$ cat src/hdl/bkc_pkg.sv
package bkc_pkg;

    localparam int WORD_W     = 64;
    localparam int LABEL_W    = 7;
    localparam int CNT_W      = 5;
    localparam int DIST_W     = 13;
    localparam int LANE_W     = 8;
    localparam int LANES      = WORD_W / LANE_W;
    localparam int LANE_CNT_W = $clog2(LANE_W + 1);
    localparam int SUM_W      = $clog2(WORD_W + 1);
    localparam int S_TDATA_W  = 72;
    localparam int S_TUSER_W  = 2;
    localparam int M_TDATA_W  = 24;

    localparam logic [DIST_W-1:0] DIST_MAX = '1;

    localparam logic FUNC_QUERY = 1'b0;
    localparam logic FUNC_TRAIN = 1'b1;

    // one accepted item, as it leaves the input stage
    typedef struct packed {
        logic               valid;
        logic               train;
        logic               in_range;
        logic               last_word;
        logic               last_sample;
        logic [LABEL_W-1:0] label;
    } t_word_ctl;

    // command from the distance stage to the neighbor list
    typedef struct packed {
        logic               ins;
        logic               clr;
        logic               vote;
        logic [DIST_W-1:0]  distance;
        logic [LABEL_W-1:0] label;
    } t_ins_cmd;

    // packed so that label lands in the low bits of tdata
    typedef struct packed {
        logic [CNT_W-1:0]   used;
        logic [CNT_W-1:0]   votes;
        logic [LABEL_W-1:0] label;
    } t_vote_res;

endpackage

$ cat src/hdl/bkc_list.sv
module bkc_list #(
    parameter int K_MAX = 16
) (
    input  logic                      i_clk,
    input  logic                      i_rst_n,
    input  bkc_pkg::t_ins_cmd         i_cmd,
    input  logic [bkc_pkg::CNT_W-1:0] i_k,
    input  logic                      i_res_ready,
    output logic                      o_done,
    output bkc_pkg::t_vote_res        o_res
);

    import bkc_pkg::*;

    localparam int FILL_W = $clog2(K_MAX + 1);
    localparam int CMP_W  = (FILL_W > CNT_W) ? FILL_W : CNT_W;
    localparam logic [FILL_W-1:0] FILL_MAX = FILL_W'(K_MAX);
    localparam logic [CMP_W-1:0]  K_LIM    = CMP_W'(K_MAX);
    localparam logic [CMP_W-1:0]  OUT_LIM  = CMP_W'({CNT_W{1'b1}});

    localparam logic [1:0] ST_IDLE  = 2'd0;
    localparam logic [1:0] ST_COUNT = 2'd1;
    localparam logic [1:0] ST_SCAN  = 2'd2;
    localparam logic [1:0] ST_DONE  = 2'd3;

    logic [DIST_W-1:0]  r_dist [K_MAX];
    logic [LABEL_W-1:0] r_lab  [K_MAX];
    logic [FILL_W-1:0]  r_filled;
    logic [K_MAX-1:0]   w_after;

    logic [1:0]         r_state;
    logic [FILL_W-1:0]  r_vcnt [K_MAX];
    logic [LABEL_W-1:0] r_vlab [K_MAX];
    logic [FILL_W-1:0]  r_left;
    logic [FILL_W-1:0]  r_used;
    logic [FILL_W-1:0]  r_best_votes;
    logic [LABEL_W-1:0] r_best_lab;

    logic [K_MAX-1:0]   w_match [K_MAX];
    logic [FILL_W-1:0]  w_vcnt  [K_MAX];
    logic [CMP_W-1:0]   w_k;
    logic [CMP_W-1:0]   w_fill_ext;
    logic [CMP_W-1:0]   w_used_ext;
    logic [FILL_W-1:0]  w_used;
    logic               w_better;

    // each lane: does its entry stay ahead of the new sample (ties stay ahead)
    always_comb begin
        for (int i = 0; i < K_MAX; i++) begin
            w_after[i] = (FILL_W'(i) < r_filled) && (r_dist[i] <= i_cmd.distance);
        end
    end

    for (genvar g = 0; g < K_MAX; g++) begin : g_lane
        always_ff @(posedge i_clk) begin
            if (i_cmd.ins && !w_after[g]) begin
                if (g == 0 || w_after[(g > 0) ? g - 1 : 0]) begin
                    r_dist[g] <= i_cmd.distance;
                    r_lab[g]  <= i_cmd.label;
                end else begin
                    r_dist[g] <= r_dist[(g > 0) ? g - 1 : 0];
                    r_lab[g]  <= r_lab[(g > 0) ? g - 1 : 0];
                end
            end
        end
    end

    always_ff @(posedge i_clk) begin
        if (!i_rst_n) begin
            r_filled <= '0;
        end else if (r_state == ST_COUNT || i_cmd.clr) begin
            r_filled <= '0;
        end else if (i_cmd.ins && r_filled < FILL_MAX) begin
            r_filled <= r_filled + 1'b1;
        end
    end

    // voters and per-lane vote counts
    always_comb begin
        w_fill_ext = CMP_W'(r_filled);
        if (i_k == '0) begin
            w_k = CMP_W'(1);
        end else if (CMP_W'(i_k) > K_LIM) begin
            w_k = K_LIM;
        end else begin
            w_k = CMP_W'(i_k);
        end
        w_used_ext = (w_k < w_fill_ext) ? w_k : w_fill_ext;
        w_used     = FILL_W'(w_used_ext);
        for (int i = 0; i < K_MAX; i++) begin
            for (int j = 0; j < K_MAX; j++) begin
                w_match[i][j] = (FILL_W'(j) < w_used) && (r_lab[j] == r_lab[i]);
            end
            w_vcnt[i] = FILL_W'($countones(w_match[i]));
        end
    end

    // merge: more votes wins, equal votes go to the lower label
    assign w_better = (r_vcnt[0] > r_best_votes) ||
                      ((r_vcnt[0] == r_best_votes) && (r_vlab[0] < r_best_lab));

    for (genvar g = 0; g < K_MAX; g++) begin : g_vote
        always_ff @(posedge i_clk) begin
            if (r_state == ST_COUNT) begin
                r_vcnt[g] <= w_vcnt[g];
                r_vlab[g] <= r_lab[g];
            end else if (r_state == ST_SCAN && g < K_MAX - 1) begin
                r_vcnt[g] <= r_vcnt[(g < K_MAX - 1) ? g + 1 : g];
                r_vlab[g] <= r_vlab[(g < K_MAX - 1) ? g + 1 : g];
            end
        end
    end

    always_ff @(posedge i_clk) begin
        if (!i_rst_n) begin
            r_state      <= ST_IDLE;
            r_left       <= '0;
            r_used       <= '0;
            r_best_votes <= '0;
            r_best_lab   <= '0;
        end else begin
            case (r_state)
                ST_IDLE: begin
                    if (i_cmd.ins && i_cmd.vote) begin
                        r_state <= ST_COUNT;
                    end
                end
                ST_COUNT: begin
                    r_used       <= w_used;
                    r_left       <= w_used;
                    r_best_votes <= '0;
                    r_best_lab   <= '0;
                    r_state      <= ST_SCAN;
                end
                ST_SCAN: begin
                    if (r_left != '0) begin
                        if (w_better) begin
                            r_best_votes <= r_vcnt[0];
                            r_best_lab   <= r_vlab[0];
                        end
                        r_left <= r_left - 1'b1;
                    end else begin
                        r_state <= ST_DONE;
                    end
                end
                ST_DONE: begin
                    if (i_res_ready) begin
                        r_state <= ST_IDLE;
                    end
                end
                default: begin
                    r_state <= ST_IDLE;
                end
            endcase
        end
    end

    assign o_done      = (r_state == ST_DONE) && i_res_ready;
    assign o_res.label = r_best_lab;
    assign o_res.votes = (CMP_W'(r_best_votes) > OUT_LIM) ? '1 : CNT_W'(r_best_votes);
    assign o_res.used  = (CMP_W'(r_used) > OUT_LIM) ? '1 : CNT_W'(r_used);

endmodule

$ cat config.mk
export PLATFORM = sky130hd
export DESIGN_NAME = bkc_list
export DESIGN_NICKNAME = d
export VERILOG_FILES = /design/src/hdl/bkc_pkg.sv /design/src/hdl/bkc_list.sv
export SDC_FILE = /design/constraint.sdc
export NUM_CORES = 2
export LEC_CHECK = 0
export BUFFER_PORTS_ARGS = -buffer_cell sky130_fd_sc_hd__clkbuf_2
export CAP_MARGIN = 0
export CORE_AREA = 2 2 209 314
export DETAILED_ROUTE_END_ITERATION = 8
export DIE_AREA = 0 0 211 316
export MAX_ROUTING_LAYER = met4
export PLACE_DENSITY_LB_ADDON = 0.25
export SYNTH_ARGS = -nofsm -noshare
export SYNTH_HDL_FRONTEND = slang
export SYNTH_SLANG_ARGS = --single-unit
$ cat constraint.sdc
create_clock -name i_clk -period 9.02 [get_ports i_clk]
set_input_delay 0.902 -clock i_clk [delete_from_list [all_inputs] [get_ports i_clk]]
set_output_delay 0.902 -clock i_clk [all_outputs]
set_load 0.05 [all_outputs]
# Word level (Yosys, flattened, before mapping)
# Memories as Yosys holds them, arrays and structs flattened.
# Index checks and enable logic that the tools add are counted.
[op_classes]
mux = 174
order_cmp = 55
eq_ne = 249
add_sub_neg = 242
n_bitwise = 61
n_reduce_logical = 302
[ops]
columns = ["operator", "count"]
rows = [
  ["$eq A7 B7 Y1", 240],
  ["$logic_and A1 B1 Y1", 276],
  ["$add A1 B1 Y2", 128],
  ["$mux W7", 32],
  ["$le A13 B13 Y1", 16],
  ["$mux W13", 15],
  ["$add A2 B2 Y3", 64],
  ["$add A3 B3 Y4", 32],
  ["$mux W5", 23],
  ["$mux W1", 97],
  ["$add A4 B4 Y5", 16],
  ["$lt A4 B5 Y1 const A", 16],
  ["$or A1 B1 Y1", 60],
  ["$lt A3 B5 Y1 const A", 8],
  ["$lt A1 B5 Y1 const A", 4],
  ["$lt A2 B5 Y1 const A", 4],
  ["$pmux W5 S2", 2],
  ["$logic_not A1 Y1", 16],
  ["$gt A5 B5 Y1 const B", 3],
  ["$pmux W7 S2", 1],
  ["$ne A2 B2 Y1 const B", 4],
  ["$pmux W2 S4", 1],
  ["$lt A7 B7 Y1", 1],
  ["$mux W2", 3],
  ["18 further kinds", 21],
]
[totals]
output_inout_bits = 18
input_bits = 31
reg_bits = 29
wordCells = 1093
ram_bits = 512
n_memories = 4
[mem_list]
columns = ["memory", "depth", "word_bits", "rd", "rd_clocked_by_memory_dff", "write_ports", "line_no", "text"]
rows = [
  ["r_dist", 16, 13, 16, 0, 16, "bkc_list.sv:26", "logic [DIST_W-1:0] r_dist [K_MAX];"],
  ["r_lab", 16, 7, 16, 0, 16, "bkc_list.sv:27", "logic [LABEL_W-1:0] r_lab [K_MAX];"],
  ["r_vlab", 16, 7, 16, 0, 16, "bkc_list.sv:33", "logic [LABEL_W-1:0] r_vlab [K_MAX];"],
  ["r_vcnt", 16, 5, 16, 0, 16, "bkc_list.sv:32", "logic [FILL_W-1:0] r_vcnt [K_MAX];"],
]

# Depth between registers and ports, before layout
[logic_depth]
depth_word = 12
ltp_mapped = 25
depth_no_buf = 22

# Worst setup path before layout
# Ideal clock, no wire load.
[synth_path]
kind = "input -> register"
from = "input port i_k[4] (netlist bit)"
to = "memory r_vcnt[1][7] (netlist bit) (data pin)"
path_slack_ps = 2941
setup_time_ps = 267
required_time_ps = 8753
n_path_buf = 3
path_stages = 20
arrival_ps = 5813
cell_sequence = "buf_6 > nor2b_1 > ha_1 > nand3_1 > nand2_1 > clkbuf_1 > or4_1 > a32o_1 > buf_4 > fa_1 > inv_1 > fa_1 > fa_1 > inv_1 > fa_1 > ha_1 > inv_1 > fa_1 > xor2_1 > o21ai_0"
[synth_lines]
columns = ["item", "line_no", "text"]
rows = [
  ["from (decl)", "bkc_list.sv:7", "input logic [bkc_pkg::CNT_W-1:0] i_k,"],
  ["to (decl)", "bkc_list.sv:32", ""],
]

==> summary.md <==
| Metric | Value |
|---|---|
| Synthesized area | 45070 um2 |
| Clock sinks | 541 |
| Clock buffer depth | 3 |
| Top Ports | 49 |
| Max-cap violations | 1 |
| Syn_area_per_cell | 10.80 um2 |
| Top FF cell, synth | edfxtp_1 |
| Worst path most repeated cell | inv_1 |
| Most numerous cell in the Yosys netlist | edfxtp_1 |
| R2R Path Start | r_filled[4] |
| Die width | 211 um |
| TritonCTS clock tree | yes |
| Relative slew slack | 0.7836% |
| WL/cell | 29.61 um |
| Worst Path Max Fanout | 24 |
| Critical Path RT | 9500 ps |
| F_max | 141.2 MHz |
| First-pass GRT wire length | 213600 um |
| Sequential fraction of the synthesis area | 35.40% |
| RSZ-0062 raised after global routing | false |
| #FFs+latches synth | 541 |
| Post-synth ARST share | 0% |
| Hold crit path type | flop to flop |
| Clock Latency Late Sink | 650 ps |
| DP HPWL | 105400 um |
| Status | finished, violations left |
| Layout Area Growth over Synthesis | 6.218% |
| Pwr Total | 8.869 mW |
| Root Buffer | clkbuf_16 |
| Largest net degree at the start of global routing | 79 |
| CTS buffer count | 51 |
| Kind of critical path | flop to flop |
| DRT antenna net count | 0 |
| Post-CTS setup buffers | 0 |
| Vias | 34040 |
| Max Slew Vio Count | 0 |
| Final GP Congestion | 1.130 |
| Hold WS | 488.8 ps |
| Fin crit share | 78.50% |
| WL final | 145800 um |
| Final setup fails | 0 |
| Drt first pass iters | 5 |
| Startpoint Class | flop |
| Failing checks | capacitance limit |
| Final setup TNS | 0 ps |
| Commonest cells in the netlist | 512 x edfxtp_1, 448 x xnor2_1, 428 x xor2_1 |
| Die Y | 316 um |
| Ys Warns | 0 |
| # hold bufs at CTS | 0 |
| DR iter-0 viols | 3302 |
| Area leader, netlist | edfxtp_1 |
| Num rows | 114 |
| Gr ovfl total | 0 |
| Fillers | 4449 |
| CP top delay family | adder cells |
| Final Hold Viols | 0 |
| Starting Density | 70.38% |
| Fin Clk Skew | 23.48 ps |
| IO buf count | 48 |
| Master of the slowest instance on the critical path | and2_1 |
| VDD IR max | 189.6 uV |
| Placed Cells | 4821 |
| Hold Startpoint | r_best_lab[3] |
| Critical path origin | r_filled[4] |
| Arr. time, crit path | 7560 ps |
| Clk slew on worst S/H paths | 70 ps |
| Min Tclk post-route | 7080 ps |
| CP cell instances | inv_1 -> ha_1 -> a21oi_1 -> nand2_1 -> o21ai_0 -> and2_1 -> inv_1 -> nor3_1 -> fa_1 -> inv_1 -> fa_1 -> fa_1 -> inv_1 -> ha_1 -> inv_1 -> fa_1 -> nor2b_1 -> o21ai_0 -> o21ai_0 |
| GRT Total Usage | 45.20% |
| Ranking of synthesized cells by area | edfxtp_1 34%, mux2_2 11%, xnor2_1 8.7% |
| Share of the synthesized area in the top cell type | 34.11% |
| Post-synth EDFFs | 512 |
| CTS resizes | 0 |
| Vias per cell | 6.916 |
| Antenna violations before repair | 7 |
| Fraction of layout cells with a size suffix above 1 | 18.24% |
| Yosys cell types | 76 |
| Drt drc | 0 |
| Worst reg2reg setup slack | 1940 ps |
| Mapped Cells | 4175 |
| Die ar. | 66680 um2 |
| Worst Max-Slew Pin Slew | 1475 ps |
| H-tree Lvls | 2 |
| Max incr delay on CP | 800 ps |
| Final layout net count | 4562 |
| Finished Layout Cells | 4922 |
| CP endpoint kind | flop |
| PwrDens | 185.3 nW/um2 |
| Net count after synthesis | 4675 |
| Core Box Area | 64040 um2 |
| CP bufs+invs | 5 |
| Vias in the first global route | 34130 |
| Leak | 18.18 nW |
## worst min-delay path: stages (launching register included)
cell and delay [ps]:
dfxtp_1 320, nand3_1 60, mux2i_1 60
## power breakdown
group          switching [mW]  internal [mW]
sequential              0.396           3.62
combinational            1.56          0.947
clock                    1.03           1.31
## per-stage QoR
stage | cell area [um2] | setup WS (ps) | util [%]
2_1_floorplan | 45070 | 2941 | -
3_3_place_gp | 46070 | 2121 | 71.93
3_5_place_dp | 46070 | 1969 | 71.93
4_1_cts | 47850 | 2192 | 74.72
5_1_grt | 47870 | 1549 | 74.75
6_report | 47870 | 1940 | 74.75
## flip-flops by register name (all words and copies together) (netlist names)
register and count:
r_filled 5, r_left 5, r_vlab 112, r_dist 208, r_best_lab 7, r_vcnt 80
r_state 2, r_used 5, r_best_votes 5, r_lab 112
## path summary, 6_finish.rpt
check	end	cells past startpoint
worst max-delay path	r_vcnt[0][14]	19
worst min-delay path	r_best_lab[3]	2
worst max register to register	r_vcnt[0][14]	19
worst min register to register	r_best_lab[3]	2
## cells in the final DEF (no fill, tap or decap), types with 8 or more instances in the layout
master	netlist	layout
edfxtp_1	512	512
nand3_1	69	69
a21boi_0	9	9
ha_1	309	307
o21a_1	10	10
nor2_1	64	64
clkbuf_16	0	52
nor3_1	11	11
a21oi_1	125	119
nor4_1	126	126
o21ai_2	2	8
a2111oi_0	9	9
mux2i_1	18	18
clkinv_2	0	10
nand2_1	187	187
xnor2_1	448	448
a21oi_2	2	8
a211oi_1	19	18
fa_1	160	160
and3_1	23	23
a211o_1	10	10
o21ai_0	141	135
and2_1	10	10
mux2_2	421	421
diode_2	0	9
xor2_1	428	428
and4_1	11	11
o21bai_1	14	14
nand4_1	162	162
inv_1	266	266
buf_4	9	149
o211ai_1	16	16
a21o_1	32	32
nand2b_1	23	23
clkbuf_2	0	48
bufinv_16	0	8
dfxtp_1	29	29
nor2b_1	46	46
o21ai_1	13	13
## cell type report
class                   instances  area [um2]  area share, %
diodes                          9       22.52        0.04704
inverters                     270        1013          2.117
clock inverters                34       439.2         0.9173
well taps                     812        1016          2.122
multi-input cells            3001       26730          55.82
flip-flops and latches        541       15960          33.33
repair buffers                197        1359          2.838
clock buffers                  58        1344          2.807
## logic make-up after synthesis
group                      after synthesis  share of synthesized area [%]
xor gates and xnor gates               876                          17.02
and+or+nand+nor                        754                          8.966
buffers and inverters                  633                          5.585
DFF                                    541                          35.40
adders and majority gates              469                          15.68
AOI/OAI and AO/OA                      463                          6.424
muxes                                  439                          10.92
## routing by layer
layer / part of all wire [%] / global-route usage [%] / up-vias
met2: 47 / 72.94 / 2049
li1: - / - / 14420
met1: 33 / 46.41 / 16650
met4: 11 / 39.69 / 0
met3: 9.2 / 9.923 / 925
met5: 0 / - / -
(Power assumes the default switching activity.)
