`src/hdl/bkc_pkg.sv`:
```
package bkc_pkg;

    localparam int WORD_W     = 64;
    localparam int LABEL_W    = 7;
    localparam int CNT_W      = 5;
    localparam int DIST_W     = 13;
    localparam int LANE_W     = 8;
    localparam int LANES      = WORD_W / LANE_W;
    localparam int LANE_CNT_W = $clog2(LANE_W + 1);
    localparam int SUM_W      = $clog2(WORD_W + 1);
    localparam int S_TDATA_W  = 72;
    localparam int S_TUSER_W  = 2;
    localparam int M_TDATA_W  = 24;

    localparam logic [DIST_W-1:0] DIST_MAX = '1;

    localparam logic FUNC_QUERY = 1'b0;
    localparam logic FUNC_TRAIN = 1'b1;

    // one accepted item, as it leaves the input stage
    typedef struct packed {
        logic               valid;
        logic               train;
        logic               in_range;
        logic               last_word;
        logic               last_sample;
        logic [LABEL_W-1:0] label;
    } t_word_ctl;

    // command from the distance stage to the neighbor list
    typedef struct packed {
        logic               ins;
        logic               clr;
        logic               vote;
        logic [DIST_W-1:0]  distance;
        logic [LABEL_W-1:0] label;
    } t_ins_cmd;

    // packed so that label lands in the low bits of tdata
    typedef struct packed {
        logic [CNT_W-1:0]   used;
        logic [CNT_W-1:0]   votes;
        logic [LABEL_W-1:0] label;
    } t_vote_res;

endpackage

```
`src/hdl/bkc_dist.sv`:
```
module bkc_dist (
    input  logic                       i_clk,
    input  logic                       i_rst_n,
    input  bkc_pkg::t_word_ctl         i_ctl,
    input  logic [bkc_pkg::WORD_W-1:0] i_word,
    input  logic [bkc_pkg::WORD_W-1:0] i_query,
    output bkc_pkg::t_ins_cmd          o_cmd
);

    import bkc_pkg::*;

    t_word_ctl             r_ctl;
    logic [LANE_CNT_W-1:0] r_lane [LANES];
    logic [DIST_W-1:0]     r_run;
    t_ins_cmd              r_cmd;
    logic [WORD_W-1:0]     w_diff;
    logic [SUM_W-1:0]      w_sum;
    logic [DIST_W:0]       w_total;
    logic [DIST_W-1:0]     w_dist;

    assign w_diff = i_word ^ i_query;

    // lane popcounts
    always_ff @(posedge i_clk) begin
        for (int l = 0; l < LANES; l++) begin
            r_lane[l] <= LANE_CNT_W'($countones(w_diff[l*LANE_W +: LANE_W]));
        end
        if (!i_rst_n) begin
            r_ctl <= '0;
        end else begin
            r_ctl <= i_ctl;
        end
    end

    // merge lanes and accumulate, saturating
    always_comb begin
        w_sum = '0;
        for (int l = 0; l < LANES; l++) begin
            w_sum = w_sum + SUM_W'(r_lane[l]);
        end
        if (!r_ctl.in_range) begin
            w_sum = '0;
        end
        w_total = {1'b0, r_run} + (DIST_W+1)'(w_sum);
        w_dist  = (w_total > {1'b0, DIST_MAX}) ? DIST_MAX : w_total[DIST_W-1:0];
    end

    always_ff @(posedge i_clk) begin
        if (!i_rst_n) begin
            r_run <= '0;
            r_cmd <= '0;
        end else begin
            r_cmd.ins  <= 1'b0;
            r_cmd.clr  <= 1'b0;
            r_cmd.vote <= 1'b0;
            if (r_ctl.valid) begin
                if (r_ctl.train) begin
                    if (r_ctl.last_word) begin
                        r_run          <= '0;
                        r_cmd.ins      <= 1'b1;
                        r_cmd.vote     <= r_ctl.last_sample;
                        r_cmd.distance <= w_dist;
                        r_cmd.label    <= r_ctl.label;
                    end else begin
                        r_run <= w_dist;
                    end
                end else if (r_ctl.last_word) begin
                    // end of query: fresh list
                    r_run     <= '0;
                    r_cmd.clr <= 1'b1;
                end
            end
        end
    end

    assign o_cmd = r_cmd;

endmodule

```
`config.mk`:
```
export PLATFORM = sky130hd
export DESIGN_NAME = bkc_dist
export DESIGN_NICKNAME = d
export VERILOG_FILES = /design/src/hdl/bkc_pkg.sv /design/src/hdl/bkc_dist.sv
export SDC_FILE = /design/constraint.sdc
export NUM_CORES = 1
export LEC_CHECK = 0
export BUFFER_PORTS_ARGS = -buffer_cell sky130_fd_sc_hd__buf_2
export CAP_MARGIN = 20
export CELL_PAD_IN_SITES_DETAIL_PLACEMENT = 1
export CELL_PAD_IN_SITES_GLOBAL_PLACEMENT = 2
export CORE_ASPECT_RATIO = 1.25
export CORE_MARGIN = 5
export CORE_UTILIZATION = 32
export DETAILED_ROUTE_END_ITERATION = 8
export MAX_ROUTING_LAYER = met4
export PLACE_DENSITY = 0.92
export SYNTH_ARGS = -nofsm -noshare
export SYNTH_HDL_FRONTEND = slang
export SYNTH_SLANG_ARGS = --single-unit
```
`constraint.sdc`:
```
create_clock -name i_clk -period 5.35 [get_ports i_clk]
set_clock_uncertainty 0.15 [all_clocks]
set_input_delay 0.8025 -clock i_clk [delete_from_list [all_inputs] [get_ports i_clk]]
set_output_delay 0.8025 -clock i_clk [all_outputs]
set_load 0.05 [all_outputs]
```
Word-level counts from Yosys, hierarchy flattened
Memories as Yosys holds them, arrays and structs flattened.
Index checks and enable logic that the tools add are counted.
Widths: inputs -> output; s select.
- flip-flop bits (word level): 48
- bits in writable memories: 32
- input bits: 142
- output and inout port bits: 23
- word-level logic and storage cells: 93
- memories kept: 1
- $add $sub $neg: 64
- order comparisons: 1
- muxes and demuxes: 6
- bitwise operators: 3
- reduce and logical (&&, ||, !) cells: 6
- memories (name ; words ; width ; rd ports ; clocked after Yosys merged registers in ; write ports ; line ; RTL):
    r_lane ; 8 ; 4 ; 8 ; 0 ; 8 ; bkc_dist.sv:13 ; logic [LANE_CNT_W-1:0] r_lane [LANES];
- operators with widths (kind ; number):
    $add 1x1->2 ; 32
    $xor 64x64->64 ; 1
    $mux 13 ; 4
    $add 2x2->3 ; 16
    $add 3x3->4 ; 8
    $add 7x4->7 ; 4
    $add 13x7->14 ; 1
    $gt 14x13->1 const B ; 1
    $add 6x4->7 ; 1
    $mux 7 ; 1
    $add 5x4->6 ; 1
    $reduce_and 3->1 ; 2
    $add 4x4->5 ; 1
    $reduce_and 4->1 ; 1
    $reduce_or 3->1 ; 1
    $not 1->1 ; 2
    $reduce_and 2->1 ; 1
    $reduce_bool 2->1 ; 1
    $mux 1 ; 1

Longest topological paths before layout
Gate-level depths: netlist of the first run.
- word-level depth: 13
- depth in mapped cells: 20
- depth with buffers taken out: 19

Worst setup path after synthesis of the first run
Ideal clock, no wire load.
- path type: flip-flop to flip-flop
- start: memory r_lane[0][3] (netlist name)
- end: register r_cmd (netlist bit o_cmd[17])
- library setup time: 0.116 ns
- arrival: 4.628 ns
- setup slack: 0.456 ns
- stages on the path, launching flop included: 19
- clock period less this slack: 4.894 ns
- cells stage by stage: dfxtp_1 -> inv_1 -> fa_1 -> inv_1 -> fa_1 -> fa_1 -> inv_1 -> fa_1 -> inv_1 -> fa_1 -> a21o_1 -> a21oi_1 -> nor2b_1 -> ha_1 -> a21oi_2 -> nand2_1 -> o21a_2 -> or2_1 -> a31o_2
- RTL lines (what ; line ; RTL):
    start: declaration ; bkc_dist.sv:13 ;
    end: declaration ; bkc_dist.sv:15 ; t_ins_cmd r_cmd;

==> results.py, run 1 <==
metrics = {
    "run_status": {
        "outcome": "complete, no violations",
    },
    "synthesis": {
        "netlist_area_um2": 5360,
        "synth.ff_latch_count": 80,
        "yosysUniqueCellTypes": 50,
        "synth-main-ff-cell": "dfxtp_1",
        "yosysWarnings": 0,
        "synth_edf_count": 0,
        "synthCells": 523,
        "synth_nets": 759,
        "avgSynthCellArea_um2": 10.2,
        "ys_async_sr_fraction_pct": 0,
        "yosysSeqAreaShare_pct": 29.9,
    },
    "worst_setup_path": {
        "cp_slowest_stage_delay_ns": 0.55,
        "crit_type": "flop to flop",
        "r2r_end": "o_cmd[19]",
        "crit_family": "adder cells",
        "reg2reg_slack_ns": 0.20,
        "cp_cell_sequence": "inv_1 > fa_1 > inv_1 > fa_1 > fa_1 > inv_1 > fa_1 > inv_1 > fa_1 > xor2_1 > and2_1 > ha_1 > o211ai_2 > o211ai_2 > nand2_1 > and3_1 > a311oi_1",
        "cpMostUsedCell": "fa_1",
        "r2r_start": "r_lane[0][3]",
        "cp-startpoint": "r_lane[0][3]",
        "ff2ff_path_depth": 17,
        "startpoint_type": "flop",
        "worst_setup_path_end_kind": "flop",
        "arrival_ns": 5.23,
        "worst_path_max_delay_cell": "fa_1",
        "crit_buf_inv": 4,
        "cp_max_fo": 5,
        "critPathRequiredTime_ns": 5.43,
    },
    "cts": {
        "cts_root_buf": "clkbuf_16",
        "htreeDepth": 3,
        "cts_buffer_depth": 2,
        "cts.sinks": 80,
        "clkTransAtPathRegs_ns": 0.06,
        "clock_latency_ns": 0.33,
        "cts_tree": "built",
        "cts_buffers": 9,
        "hold_buffers": 0,
    },
    "floorplanning": {
        "coreArea_um2": 16600,
        "die_w_um": 126,
        "dieArea_um2": 19500,
        "start_util_pct": 32.2,
        "boundaryPins": 165,
        "die_h_um": 155,
        "rows": 53,
    },
    "timing": {
        "min_period_ns": 5.15,
        "finalMaxSlewViolations": 0,
        "hold_viol_final": 0,
        "fin_setup_tns_ns": 0,
        "period_share_pct": 96.2,
        "relSlewSlack_pct": 62.7,
        "fmax_mhz": 194,
        "tightest_slew_ns": 0.559,
        "rsz0062_at_grt": "no",
        "finalSetupViolCount": 0,
        "setup_ws_ns": 0.203,
    },
    "global_routing": {
        "track_usage_pct": 13.1,
        "grt_antenna_before_repair": 0,
        "grt_pass1_vias": 4644,
        "grt_max_degree": 41,
        "gr-total-overflow": 0,
        "grt_pass1_wl_mm": 20.5,
    },
    "place": {
        "dpl.hpwl_mm": 10.2,
        "placedInstanceArea_um2": 6380,
        "globalplace.congestion": 0.779,
        "dp_slack_ns": 0.0895,
        "io_buffers": 164,
    },
    "routing": {
        "final_antenna_net_count": 0,
        "vias": 4076,
        "drc": 0,
        "wl_mm": 12.0,
        "firstDrtPassIters": 4,
        "drtIter0Drc": 199,
        "wire_per_inst_um": 13.2,
        "via_per_inst": 4.48,
    },
    "power_and_ir_drop": {
        "vdd_ir_drop_max_uv": 539,
        "p_leak_nw": 3.30,
        "power_density_nw_per_um2": 718,
    },
    "final_layout": {
        "num-fill-cells": 1981,
        "layout_commonest_cell": "buf_2",
        "diodes": 0,
        "finalInstanceArea_um2": 6730,
        "nNetsFinal": 921,
        "drive_gt1_share_pct": 29.0,
        "seq_area_um2": 1600,
        "multiInputGateArea_um2": 3420,
        "final_cell_mix": "164 x buf_2, 81 x inv_1, 80 x dfxtp_1",
        "fin_util_pct": 40.5,
        "syn_to_final_growth_pct": 25.7,
    },
    "flow_run": {
        "cap_violations": 0,
    },
    "worst_hold_path": {
        "min_to": "o_cmd[0]",
        "hp-class": "flop to flop",
        "hp-start": "r_ctl[0]",
        "min_path_cells": 2,
    },
}
## flip-flops by register name, summed over array words and instances, names as in the netlist
register  cells
r_lane       32
o_cmd        23
r_run        13
r_ctl        12
## metal layers
metal	routed length [um]	share of wire [%]	track usage [%]
met5	0	0	-
met4	92	0.76	3.17
met3	639	5.3	2.49
met2	6560	54	24.7
met1	4760	39	14.2
## cell type report
cell class                 count  area share, %
clock inverter                 6          0.892
inverter                      81           4.52
clock buffer                  10           3.40
sequential                    80           23.8
tap                          220           4.09
multi-input combinational    348           50.7
timing repair buffer         165           12.6
## how the worst max path moves through the flow
stage / endpoint / slack (ns) / depth (start not counted)
3_3_place_gp: r_run[2] / 0.20 / 17
5_1_grt: r_run[2] / 0.01 / 17
6_report: o_cmd[19] / 0.20 / 17
2_1_floorplan: o_cmd[17] / 0.46 / 18
4_1_cts: r_run[2] / 0.07 / 17
3_5_place_dp: r_run[2] / 0.09 / 17
## worst register-to-register path, cell delays in order (launching register included)
cell	delay (ns)
dfxtp_1	0.31
inv_1	0.05
fa_1	0.53
inv_1	0.05
fa_1	0.50
fa_1	0.55
inv_1	0.06
fa_1	0.53
inv_1	0.07
fa_1	0.45
xor2_1	0.17
and2_1	0.16
ha_1	0.33
o211ai_2	0.12
o211ai_2	0.34
nand2_1	0.19
and3_1	0.20
a311oi_1	0.28
## kinds of logic after synthesis
family	after synthesis	share of synthesized area [%]
buffers and inverters	95	7.03
adder cells (fa/ha/maj)	94	29.8
AO/OA/AOI/OAI	89	11.6
AND/OR/NAND/NOR	87	8.99
flip-flops	80	29.9
XOR/XNOR	78	12.7
## power by group
part           internal, mW  leakage, nW  switching (mW)
registers             0.729        0.658          0.0443
logic                  1.63         2.51            1.83
clock network         0.359        0.138           0.238
## synth_stat cells (2+ instances only)
cell type / n / share of area [%]
inv_1: 81 / 5.7
dfxtp_1: 80 / 30
fa_1: 56 / 21
xor2_1: 56 / 9.2
ha_1: 38 / 8.9
nand2_1: 29 / 2.0
and2_1: 22 / 2.6
xnor2_1: 22 / 3.6
a21oi_1: 18 / 1.7
o21ai_0: 17 / 1.6
nor2b_1: 10 / 1.2
a21boi_0: 8 / 1.1
a31oi_1: 7 / 0.82
clkbuf_1: 7 / 0.49
a21o_1: 6 / 0.84
and3_1: 5 / 0.58
nand3_1: 5 / 0.47
a21oi_2: 4 / 0.65
buf_2: 4 / 0.37
a22o_1: 3 / 0.49
nand2b_1: 3 / 0.35
nor2_1: 3 / 0.21
o21ai_2: 3 / 0.49
a211oi_1: 2 / 0.28
a211oi_2: 2 / 0.47
a41oi_1: 2 / 0.33
and2_4: 2 / 0.33
and4b_1: 2 / 0.37
buf_4: 2 / 0.28
o211ai_2: 2 / 0.47
o21a_1: 2 / 0.28
o21ai_1: 2 / 0.19
## stage by stage
step / instances / total power [mW] / hold slack, ns
finish: 910 / 4.84 / 0.300
global route: 910 / 5.54 / 0.331
CTS: 909 / 4.95 / 0.301
detailed placement: 893 / 4.27 / 0.294
global placement: 893 / 4.12 / 0.283
floorplan: 523 / 3.53 / 0.276
## repair_timing
action	CTS	global route
setup buffers	0	0
endpoints found under the setup margin	0	20
gates resized for setup	0	8
No activity file was read; power rests on OpenSTA's default activity.
==> inputs of run 2 (changes only) <==
==> config.mk (replaced) <==
export PLATFORM = sky130hd
export DESIGN_NAME = bkc_dist
export DESIGN_NICKNAME = d
export VERILOG_FILES = /design/src/hdl/bkc_pkg.sv /design/src/hdl/bkc_dist.sv
export SDC_FILE = /design/constraint.sdc
export NUM_CORES = 1
export LEC_CHECK = 0
export ABC_AREA = 1
export CAP_MARGIN = 20
export CELL_PAD_IN_SITES_DETAIL_PLACEMENT = 1
export CELL_PAD_IN_SITES_GLOBAL_PLACEMENT = 2
export CORE_ASPECT_RATIO = 1.25
export CORE_MARGIN = 5
export CORE_UTILIZATION = 38
export DETAILED_ROUTE_END_ITERATION = 8
export DONT_BUFFER_PORTS = 1
export MAX_ROUTING_LAYER = met4
export PLACE_DENSITY = 0.91
export REMOVE_ABC_BUFFERS = 1
export SYNTH_ARGS = -nofsm -noshare
export SYNTH_HDL_FRONTEND = slang
export SYNTH_SLANG_ARGS = --single-unit
==> run 2 against run 1 <==
  * Non-clock buffer count shrank 159
  * Via count shrank 2.3%
  * Cell count shrank 8.6%
  * Final area shrank 5.8%
  * Die area shrank 9.1%
  * Sequential share of layout area grew 1.5 points
  * Clock-buffer cell count shrank 1
  * Combinational power grew 7.5%
  * Largest cell class unchanged
==> results.py, run 2 <==
metrics = {
    "synthesis": {
        "yosysWarnings": 0,
        "synth.ff_latch_count": 80,
        "synth.most_common_cell": "inv_1",
        "ys_async_sr_fraction_pct": 0,
        "netlist_area_um2": 5740,
        "synthTopCellsByCount": "133 x inv_1, 116 x nand2_1, 80 x dfxtp_1",
        "yosysUniqueCellTypes": 33,
        "yosysSeqAreaShare_pct": 27.9,
        "avgSynthCellArea_um2": 8.99,
        "synth_area_leaders": "dfxtp_1 28%, fa_1 20%, inv_1 8.7%, xor2_1 8.4%, ha_1 8.3%",
        "netlist.area_leader.share_pct": 27.9,
        "synth-main-ff-cell": "dfxtp_1",
        "synthCells": 639,
        "synth_edf_count": 0,
        "synth_top_cell_by_area": "dfxtp_1",
    },
    "cts": {
        "cts_root_buf": "clkbuf_16",
        "htreeDepth": 3,
        "clkTransAtPathRegs_ns": 0.07,
        "clock_latency_ns": 0.34,
        "hold_buffers": 0,
        "cts_tree": "built",
        "cts.sinks": 80,
        "cts_buffer_depth": 2,
        "cts_buffers": 9,
    },
    "worst_setup_path": {
        "crit_type": "flop to flop",
        "startpoint_type": "flop",
        "cp_max_fo": 5,
        "arrival_ns": 5.13,
        "r2r_start": "r_lane[0][2]",
        "cpMostUsedCell": "fa_1",
        "cp_slowest_stage_delay_ns": 0.52,
        "worst_setup_path_end_kind": "flop",
        "cp_cell_sequence": "inv_1 > fa_1 > inv_1 > fa_1 > fa_1 > fa_1 > ha_1 > fa_1 > nand2_1 > a21oi_1 > o21a_1 > ha_1 > nand2_2 > nor2_2 > and2_2 > a21boi_4 > clkbuf_16 > nand2_4 > nand2_1 > a21oi_2",
        "worst_path_max_delay_cell": "fa_1",
        "critPathRequiredTime_ns": 5.38,
        "cp-startpoint": "r_lane[0][2]",
    },
    "final_layout": {
        "nNetsFinal": 881,
        "finalInstanceArea_um2": 6340,
        "syn_to_final_growth_pct": 10.5,
        "diodes": 0,
        "final_cells": 832,
        "drive_gt1_share_pct": 12.2,
        "largest_register": "r_lane",
        "final_cell_mix": "133 x inv_1, 116 x nand2_1, 80 x dfxtp_1",
        "layout_commonest_cell": "inv_1",
        "largest_reg_flops": 32,
    },
    "power_and_ir_drop": {
        "intPower_mw": 2.68,
        "swShare_pct": 48.5,
        "vdd_ir_drop_max_uv": 566,
        "share_seq_of_total_power_pct": 15.1,
        "switchingPower_mw": 2.53,
        "p_leak_nw": 3.12,
        "power.total_mw": 5.21,
        "power_density_nw_per_um2": 821,
        "power.share.clock_pct": 13.4,
        "p_comb_share_pct": 71.5,
    },
    "timing": {
        "fmax_mhz": 196,
        "finalSetupViolCount": 0,
        "relSlewSlack_pct": 37.5,
        "setup_ws_ns": 0.247,
        "rsz0062_at_grt": "no",
        "period_share_pct": 95.4,
        "min_period_ns": 5.10,
        "tightest_slew_ns": 0.936,
        "fin_setup_tns_ns": 0,
        "finalMaxSlewViolations": 0,
        "hold_viol_final": 0,
    },
    "routing": {
        "wl_mm": 13.0,
        "drtIter0Drc": 102,
        "drc": 0,
        "final_antenna_net_count": 0,
        "via_per_inst": 4.79,
        "firstDrtPassIters": 4,
        "wire_per_inst_um": 15.7,
        "vias": 3982,
    },
    "global_routing": {
        "grt_pass1_vias": 4676,
        "grt_pass1_wl_mm": 21.5,
        "grt_antenna_before_repair": 0,
        "grt_max_degree": 27,
        "gr-total-overflow": 0,
        "track_usage_pct": 15.6,
    },
    "floorplanning": {
        "coreArea_um2": 14900,
        "rows": 50,
        "die_h_um": 147,
        "start_util_pct": 38.6,
        "die_w_um": 120,
        "dieArea_um2": 17700,
        "boundaryPins": 165,
    },
    "flow_run": {
        "cap_violations": 0,
    },
    "place": {
        "globalplace.congestion": 0.887,
        "dp_slack_ns": 0.201,
        "io_buffers": 0,
        "placed_cells": 813,
        "placedInstanceArea_um2": 5940,
        "dpl.hpwl_mm": 11.0,
    },
    "run_status": {
        "outcome": "complete, no violations",
    },
    "worst_hold_path": {
        "hp-start": "r_ctl[6]",
        "hp-class": "flop to flop",
    },
}
[run 2: changes by cell type after synthesis, moves of 6 or more]
cell      previous run  this run
a21boi_0             8         0
a21o_1               6         0
nor2_1               3        11
o21bai_2             0        10
and2_1              22         0
a31oi_1              7         1
nand2_2              0        12
nand3_1              5        24
nand2_4              0        12
a21oi_2              4        10
nand2_1             29       116
nor2b_1             10         0
inv_1               81       133
[run 2: worst max-delay path: cells and delay by family (launching register included)]
family                   cells  cell delay (ns)
AO/OA/AOI/OAI                4             0.55
adder cells (fa/ha/maj)      7             3.06
buffers and inverters        3             0.31
flip-flops                   1             0.31
AND/OR/NAND/NOR              6             0.56
[run 2: power by group through the flow]
stage	combinational, mW	clock (mW)	sequential, mW
3_3_place_gp	3.40	0	0.800
5_1_grt	4.38	0.741	0.801
3_5_place_dp	3.66	0	0.804
4_1_cts	3.71	0.715	0.791
2_1_floorplan	2.83	0	0.781
6_report	3.73	0.696	0.788
[run 2: kinds of logic (layout without fill, tap and decap cells)]
group           count (synthesis)  after routing  synth area share, %
simple gates                  187            187                 15.8
buf+inv                       145            156                 9.83
fa+ha+maj                      94             94                 27.8
flops                          80             80                 27.9
xor+xnor                       76             76                 11.6
compound gates                 57             57                 7.10
[run 2: layout make-up]
class,instances,area (um^2)
clock buffers,9,225
clock inverters,7,111
fillers,1753,8540
inverters,134,503
multi-input cells,414,3600
flip-flops and latches,80,1600
well taps,182,228
repair buffers,6,75.1
[run 2: per-layer routing]
metal	global-route usage, %	share of wire (%)
met4	4.41	1.9
met5	-	0
met2	31.0	59
met3	3.18	3.9
met1	15.0	35
[run 2: path summary, 6_finish.rpt]
| kind | to | slack (ns) | depth (start not counted) |
|---|---|---|---|
| setup / recovery | r_run[0] | 0.25 | 20 |
| hold reg to reg | o_cmd[6] | 0.30 | 2 |
| hold / removal | o_cmd[6] | 0.30 | 2 |
| setup reg to reg | r_run[0] | 0.25 | 20 |
[run 2: timing repair]
| action | in CTS | in global routing |
|---|---|---|
| setup buffers | 0 | 1 |
| setup endpoints to repair | 0 | 21 |
| gates resized for setup | 0 | 6 |
[run 2: metrics by stage]
stage          utilization (%)  hold slack [ns]
2_1_floorplan                -            0.276
3_3_place_gp              39.9            0.280
3_5_place_dp              39.9            0.288
4_1_cts                   42.2            0.298
5_1_grt                   42.6            0.316
6_report                  42.6            0.297
